**src/design/mlbd_pkg.sv**
```systemverilog
package mlbd_pkg;

    localparam int MAX_WIDTH  = 4096;
    localparam int MAX_HEIGHT = 4096;

    localparam int CFG_IDX_W  = 1;
    localparam int CFG_DATA_W = 13;

    localparam int W_SIZE_W   = $clog2(MAX_WIDTH + 1);
    localparam int H_SIZE_W   = $clog2(MAX_HEIGHT + 1);
    localparam int COL_W      = $clog2(MAX_WIDTH);
    localparam int ROW_W      = $clog2(MAX_HEIGHT);
    localparam int LINE_DEPTH = MAX_WIDTH / 2;
    localparam int LINE_AW    = $clog2(LINE_DEPTH);

    localparam int CH_W       = 8;
    localparam int SUM_W      = CH_W + 1;
    localparam int NUM_CH     = 4;
    localparam int PAIR_W     = NUM_CH * SUM_W;
    localparam int POS_W      = 11;

    typedef enum logic [CFG_IDX_W-1:0] {
        REG_SRC_WIDTH  = 1'b0,
        REG_SRC_HEIGHT = 1'b1
    } cfg_reg_t;

    typedef logic [PAIR_W-1:0] pair_t;

    typedef struct packed {
        logic               en;
        logic [LINE_AW-1:0] addr;
        pair_t              data;
    } line_wr_t;

    typedef struct packed {
        logic               en;
        logic [LINE_AW-1:0] addr;
    } line_rd_t;

    typedef struct packed {
        logic             h_one;
        pair_t            pair;
        logic [POS_W-1:0] col;
        logic [POS_W-1:0] row;
        logic             done;
    } tap_t;

    function automatic int unsigned clamp_size(logic [CFG_DATA_W-1:0] v, int unsigned maxv);
        int unsigned r;
        r = 32'(v);
        if (r == 0)
            r = 1;
        else if (r > maxv)
            r = maxv;
        return r;
    endfunction

    function automatic pair_t pair_add(pair_t a, pair_t b);
        pair_t r;
        for (int c = 0; c < NUM_CH; c++)
            r[c*SUM_W +: SUM_W] = a[c*SUM_W +: SUM_W] + b[c*SUM_W +: SUM_W];
        return r;
    endfunction

endpackage

```
**src/design/mlbd_walk.sv**
```systemverilog
module mlbd_walk (
    input  logic                                clk,
    input  logic                                rst_n,
    input  logic                                cfg_wr_en,
    input  mlbd_pkg::cfg_reg_t                  cfg_index,
    input  logic [mlbd_pkg::CFG_DATA_W-1:0]     cfg_data,
    input  logic                                acc,
    input  mlbd_pkg::pair_t                     px,
    output mlbd_pkg::line_wr_t                  wr,
    output mlbd_pkg::line_rd_t                  rd,
    output mlbd_pkg::tap_t                      tap,
    output logic                                tap_emit
);

    logic [mlbd_pkg::W_SIZE_W-1:0] width_reg,  width_next;
    logic [mlbd_pkg::H_SIZE_W-1:0] height_reg, height_next;
    logic [mlbd_pkg::COL_W-1:0]    col_reg,    col_next;
    logic [mlbd_pkg::ROW_W-1:0]    row_reg,    row_next;
    mlbd_pkg::pair_t               pair_sum_reg, pair_sum_next;

    logic [mlbd_pkg::COL_W-1:0]    ow;
    logic [mlbd_pkg::ROW_W-1:0]    oh;
    logic [mlbd_pkg::W_SIZE_W-1:0] col_inc;
    logic [mlbd_pkg::H_SIZE_W-1:0] row_inc;
    logic [mlbd_pkg::LINE_AW-1:0]  idx;
    logic [mlbd_pkg::ROW_W-1:0]    orow;
    logic                          w_one;
    logic                          h_one;
    logic                          have_pair;
    logic                          row_in;
    logic                          store_ok;
    mlbd_pkg::pair_t               pair_val;

    always_comb
    begin
        w_one = (width_reg == mlbd_pkg::W_SIZE_W'(1));
        h_one = (height_reg == mlbd_pkg::H_SIZE_W'(1));
        ow = mlbd_pkg::COL_W'(width_reg >> 1);
        if (ow == '0)
            ow = mlbd_pkg::COL_W'(1);
        oh = mlbd_pkg::ROW_W'(height_reg >> 1);
        if (oh == '0)
            oh = mlbd_pkg::ROW_W'(1);

        pair_val  = w_one ? mlbd_pkg::pair_add(px, px) : mlbd_pkg::pair_add(pair_sum_reg, px);
        have_pair = w_one || (col_reg[0] && ({1'b0, col_reg} < {ow, 1'b0}));
        row_in    = {1'b0, row_reg} < {oh, 1'b0};
        store_ok  = !h_one && row_in;
        idx       = col_reg[mlbd_pkg::COL_W-1:1];
        orow      = row_reg >> 1;

        wr.en   = acc && have_pair && store_ok && !row_reg[0];
        wr.addr = idx;
        wr.data = pair_val;
        rd.en   = acc && have_pair && store_ok && row_reg[0];
        rd.addr = idx;

        tap_emit  = acc && have_pair && (h_one || (store_ok && row_reg[0]));
        tap.h_one = h_one;
        tap.pair  = pair_val;
        tap.col   = mlbd_pkg::POS_W'(idx);
        tap.row   = mlbd_pkg::POS_W'(orow);
        tap.done  = ({1'b0, idx} == ow - 1'b1) && (orow == oh - 1'b1);

        col_inc = mlbd_pkg::W_SIZE_W'(col_reg) + 1'b1;
        row_inc = mlbd_pkg::H_SIZE_W'(row_reg) + 1'b1;

        width_next    = width_reg;
        height_next   = height_reg;
        col_next      = col_reg;
        row_next      = row_reg;
        pair_sum_next = pair_sum_reg;

        if (cfg_wr_en)
        begin
            unique case (cfg_index)
                mlbd_pkg::REG_SRC_WIDTH:
                    width_next = mlbd_pkg::W_SIZE_W'(
                        mlbd_pkg::clamp_size(cfg_data, mlbd_pkg::MAX_WIDTH));
                mlbd_pkg::REG_SRC_HEIGHT:
                    height_next = mlbd_pkg::H_SIZE_W'(
                        mlbd_pkg::clamp_size(cfg_data, mlbd_pkg::MAX_HEIGHT));
            endcase
            col_next = '0;
            row_next = '0;
        end
        else if (acc)
        begin
            if (!w_one && !col_reg[0])
                pair_sum_next = px;
            if (col_inc >= width_reg)
            begin
                col_next = '0;
                row_next = (row_inc >= height_reg) ? '0 : mlbd_pkg::ROW_W'(row_inc);
            end
            else
            begin
                col_next = mlbd_pkg::COL_W'(col_inc);
            end
        end
    end

    always_ff @(posedge clk or negedge rst_n)
    begin
        if (!rst_n)
        begin
            width_reg  <= mlbd_pkg::W_SIZE_W'(1);
            height_reg <= mlbd_pkg::H_SIZE_W'(1);
            col_reg    <= '0;
            row_reg    <= '0;
        end
        else
        begin
            width_reg  <= width_next;
            height_reg <= height_next;
            col_reg    <= col_next;
            row_reg    <= row_next;
        end
    end

    always_ff @(posedge clk)
    begin
        pair_sum_reg <= pair_sum_next;
    end

endmodule

```
**config.mk**
```make
export PLATFORM = sky130hd
export DESIGN_NAME = mlbd_walk
export DESIGN_NICKNAME = d
export VERILOG_FILES = /design/src/design/mlbd_pkg.sv /design/src/design/mlbd_walk.sv
export SDC_FILE = /design/constraint.sdc
export NUM_CORES = 1
export LEC_CHECK = 0
export BUFFER_PORTS_ARGS = -buffer_cell sky130_fd_sc_hd__buf_2
export CAP_MARGIN = 30
export CORE_ASPECT_RATIO = 0.9
export CORE_MARGIN = 3
export CORE_UTILIZATION = 45
export CTS_CLUSTER_DIAMETER = 100
export DETAILED_ROUTE_END_ITERATION = 6
export PLACE_DENSITY = 0.78
export SETUP_SLACK_MARGIN = 0.15
export SYNTH_ARGS = -nofsm -noshare
export SYNTH_HDL_FRONTEND = slang
export SYNTH_SLANG_ARGS = --single-unit
```
**constraint.sdc**
```tcl
create_clock -name clk -period 5.3 [get_ports clk]
set_clock_uncertainty 0.05 [all_clocks]
set_input_delay 0.53 -clock clk [delete_from_list [all_inputs] [get_ports clk]]
set_output_delay 0.53 -clock clk [all_outputs]
set_load 0.005 [all_outputs]
```
==> impl_metrics.prom <==
# TYPE chip_impl_metric gauge
chip_impl_info{name="outcome",value="finished clean"} 1
chip_impl_metric{name="synth.avg_cell_area",unit="um2"} 9.15
chip_impl_metric{name="timing.final.setup_violations",unit=""} 0
chip_impl_metric{name="synthesis.area",unit="um2"} 7600
chip_impl_info{name="timing.critical_path.cells",value="or4_4 -> nor2_2 -> nand4_1 -> buf_4 -> mux2_2 -> ha_1 -> fa_1 -> a21o_1 -> a21oi_1 -> nor2b_1 -> o21ai_0 -> a21oi_1 -> xnor2_1 -> buf_2"} 1
chip_impl_metric{name="postCtsSetupRepairBufs",unit=""} 0
chip_impl_info{name="ctsRootBufferMaster",value="clkbuf_16"} 1
chip_impl_metric{name="synthesis.yosys.warnings",unit=""} 0
chip_impl_metric{name="cts_max_level",unit=""} 3
chip_impl_metric{name="p_int",unit="W"} 0.00152
chip_impl_metric{name="share_comb_of_total_power",unit=""} 0.328
chip_impl_metric{name="global_route_wire_length_before_repair",unit="um"} 28100
chip_impl_metric{name="synth_top_area_share",unit=""} 0.158
chip_impl_metric{name="die_h",unit="um"} 129
chip_impl_metric{name="number_of_flops_mapped_to_enable_cells_by_yosys",unit=""} 36
chip_impl_info{name="kind_of_capture_point_of_the_worst_setup_path",value="output port"} 1
chip_impl_metric{name="clkPwrFrac",unit=""} 0.311
chip_impl_info{name="ys_dominant_reg_cell",value="dfrtp_1"} 1
chip_impl_info{name="synth.area.top_cells",value="dfrtp_1 16%, edfxtp_1 14%, ha_1 14%"} 1
chip_impl_metric{name="report.power.total",unit="W"} 0.00226
chip_impl_metric{name="layout-drive-gt1-share",unit=""} 0.261
chip_impl_info{name="worstReg2RegStart",value="col_reg[3]$_DFFE_PN0P_"} 1
chip_impl_info{name="timing.setup.critical_path_class",value="reg2out"} 1
chip_impl_metric{name="grt_max_degree",unit=""} 51
chip_impl_metric{name="holdWs",unit="ps"} 249
chip_impl_metric{name="maxSlewViolCount",unit=""} 0
chip_impl_metric{name="cap_violations",unit=""} 0
chip_impl_metric{name="clock_transition_at_path_regs",unit="ps"} 70
chip_impl_metric{name="ys_seq_area_frac",unit=""} 0.307
chip_impl_metric{name="arrival",unit="ps"} 4140
chip_impl_metric{name="switching_share",unit=""} 0.329
chip_impl_info{name="grt_setup_unrepaired",value="no"} 1
chip_impl_info{name="post-synth-top-area-cell",value="dfrtp_1"} 1
chip_impl_metric{name="detailroute.via_count",unit=""} 5959
chip_impl_metric{name="boundaryPins",unit=""} 175
chip_impl_info{name="tritoncts",value="built"} 1
chip_impl_metric{name="route.detailed.wl_per_inst",unit="um"} 15.6
chip_impl_metric{name="antenna_violating_nets_post_route",unit=""} 0
chip_impl_metric{name="power_frac_seq",unit=""} 0.362
chip_impl_metric{name="worst_path_largest_cell_delay",unit="ps"} 590
chip_impl_metric{name="power_per_cell_area",unit="nW/um2"} 271
chip_impl_metric{name="antenna_found_initial",unit=""} 0
chip_impl_metric{name="largest_register_ffs",unit=""} 36
chip_impl_metric{name="cellLeakagePower",unit="nW"} 4.08
chip_impl_metric{name="antennaDiodeCount",unit=""} 0
chip_impl_info{name="crit_path_start_kind",value="flop"} 1
chip_impl_metric{name="final.period_utilization",unit=""} 0.891
chip_impl_metric{name="reg2reg_depth",unit=""} 11
chip_impl_info{name="crit_path_frequent_cell",value="a21oi_1"} 1
chip_impl_metric{name="count_of_final_hold_check_violations",unit=""} 0
chip_impl_metric{name="drtPass1Iterations",unit=""} 6
chip_impl_metric{name="worst_skew_pair.late_latency",unit="ps"} 340
chip_impl_metric{name="postSynthRegisterBits",unit=""} 86
chip_impl_metric{name="place.port_buffers",unit=""} 174
chip_impl_metric{name="clk_path_buf_depth",unit=""} 2
chip_impl_info{name="final_common_cell",value="buf_2"} 1
chip_impl_metric{name="fmaxAchievable",unit="MHz"} 212
chip_impl_metric{name="grt-ovfl-total",unit=""} 0
chip_impl_metric{name="design.die.area",unit="um2"} 18500
chip_impl_metric{name="grt_util_all_layers",unit=""} 0.186
chip_impl_metric{name="worst_ir_drop_vdd",unit="mV"} 0.160
chip_impl_metric{name="period_needed",unit="ps"} 4720
chip_impl_info{name="layout.cells.most_common_list",value="174 x buf_2, 84 x ha_1, 77 x nand2_1"} 1
chip_impl_metric{name="gp_congestion",unit=""} 0.973
chip_impl_metric{name="hold_buffers",unit=""} 0
chip_impl_info{name="min-delay-path-class",value="in2async"} 1
chip_impl_metric{name="slew-limit-headroom",unit=""} 0.313
chip_impl_metric{name="required",unit="ps"} 4720
chip_impl_metric{name="postSynthNetCount",unit=""} 972
chip_impl_info{name="cell_at_the_slowest_stage_of_the_critical_path",value="or4_4"} 1
chip_impl_metric{name="area_delta_synth_final",unit="%"} 9.98
chip_impl_metric{name="worstPathMaxFanout",unit=""} 38
chip_impl_metric{name="initialDrtViolationCount",unit=""} 439
chip_impl_metric{name="cts_inserted_buffers",unit=""} 9
chip_impl_metric{name="postLayoutCoreUtil",unit=""} 0.511
chip_impl_metric{name="synth_async_sr_flop_share",unit=""} 0.581
chip_impl_metric{name="netlist-cell-type-count",unit=""} 55
chip_impl_metric{name="postCtsResizedCells",unit=""} 0
chip_impl_metric{name="drt-vias-per-instance",unit=""} 5.32
chip_impl_metric{name="reg2reg_slack",unit="ps"} 1480
chip_impl_metric{name="timing.setup.tns",unit="ps"} 0
chip_impl_metric{name="detailedPlacementHpwl",unit="um"} 13600
chip_impl_info{name="worst_r2r_endpoint",value="row_reg[0]$_DFFE_PN0P_"} 1
chip_impl_metric{name="totalWireLength",unit="um"} 17500
chip_impl_metric{name="via_count_of_the_first_global_routing_pass",unit=""} 5796
chip_impl_metric{name="rows",unit=""} 44
chip_impl_metric{name="slew_of_the_pin_with_the_lowest_slew_margin",unit="ps"} 1030
chip_impl_metric{name="post_synth_inst_count",unit=""} 830
chip_impl_metric{name="core",unit="um2"} 16400
chip_impl_metric{name="remaining_drc_errors",unit=""} 0
chip_impl_metric{name="numClockSinks",unit=""} 86
chip_impl_metric{name="power_switching",unit="W"} 0.000746
chip_impl_metric{name="die_width",unit="um"} 143
chip_impl_metric{name="initial_core_util",unit=""} 0.465
chip_impl_metric{name="final_nets",unit=""} 1050
==> synth_stat cells, types with 25 or more instances <==
| library cell | number |
|---|---|
| clkbuf_1 | 25 |
| xor2_1 | 35 |
| edfxtp_1 | 36 |
| nand2b_1 | 31 |
| xnor2_1 | 41 |
| nand2_1 | 77 |
| buf_4 | 81 |
| dfrtp_1 | 48 |
| mux2_2 | 33 |
| o21ai_0 | 57 |
| ha_1 | 84 |
| a21oi_1 | 28 |
| nor2_1 | 25 |
| inv_1 | 50 |
==> kinds of logic after synthesis <==
group | Yosys count | share of synthesized area
muxes | 40 | 0.0585
and+or+nand+nor | 234 | 0.156
adders and majority gates | 88 | 0.149
AOI/OAI and AO/OA | 147 | 0.123
xor gates and xnor gates | 76 | 0.0876
buffers and inverters | 159 | 0.119
DFF | 86 | 0.307
==> power by group through the flow <==
stage	combinational [W]	clock (W)	sequential (W)
6_report	0.000742	0.000704	0.000819
5_1_grt	0.000841	0.000746	0.000829
4_1_cts	0.000746	0.000724	0.000818
3_5_place_dp	0.000740	0	0.000832
3_3_place_gp	0.000725	0	0.000828
2_1_floorplan	0.000584	0	0.000797
==> through the flow <==
step	std cells	setup slack (ps)	instance area, um2
6_report	1120	576	8350
5_1_grt	1120	283	8350
4_1_cts	1120	581	8350
3_5_place_dp	1104	978	8030
3_3_place_gp	1104	1140	8030
2_1_floorplan	830	1130	7600
==> how the worst max path moves through the flow <==
stage,from,endpoint,slack (ps),depth (start not counted)
6_report,width_reg[7]$_DFFE_PN0P_,wr[17],580,14
5_1_grt,width_reg[3]$_DFFE_PN0P_,wr[17],280,13
4_1_cts,width_reg[7]$_DFFE_PN0P_,wr[17],580,14
3_5_place_dp,width_reg[7]$_DFFE_PN0P_,wr[17],980,14
3_3_place_gp,width_reg[7]$_DFFE_PN0P_,wr[8],1140,14
2_1_floorplan,width_reg[7]$_DFFE_PN0P_,wr[8],1130,15
==> cell type report <==
cell class | instances | area, um2
clock buffers | 12 | 279
clock inverters | 4 | 50.0
fillers | 1505 | 8000
inverters | 50 | 188
multi-input cells | 585 | 4360
flip-flops and latches | 86 | 2330
well taps | 207 | 259
repair buffers | 176 | 886
==> per-layer routing <==
layer | vias up | GRT usage | part of all wire
met5 | - | 0 | 0
met3 | 22 | 0.0391 | 0.062
met1 | 2766 | 0.246 | 0.45
met2 | 189 | 0.313 | 0.47
li1 | 2982 | - | -
met4 | 0 | 0.0481 | 0.019
==> critical path, delay by kind of cell (launching register included) <==
kind	cells	cell delay (ps)
adder cells (fa/ha/maj)	2	630
AO/OA/AOI/OAI	4	740
AND/OR/NAND/NOR	4	880
XOR/XNOR	1	240
multiplexers	1	330
flip-flops	1	470
buffers and inverters	2	480
(Power assumes the default switching activity.)
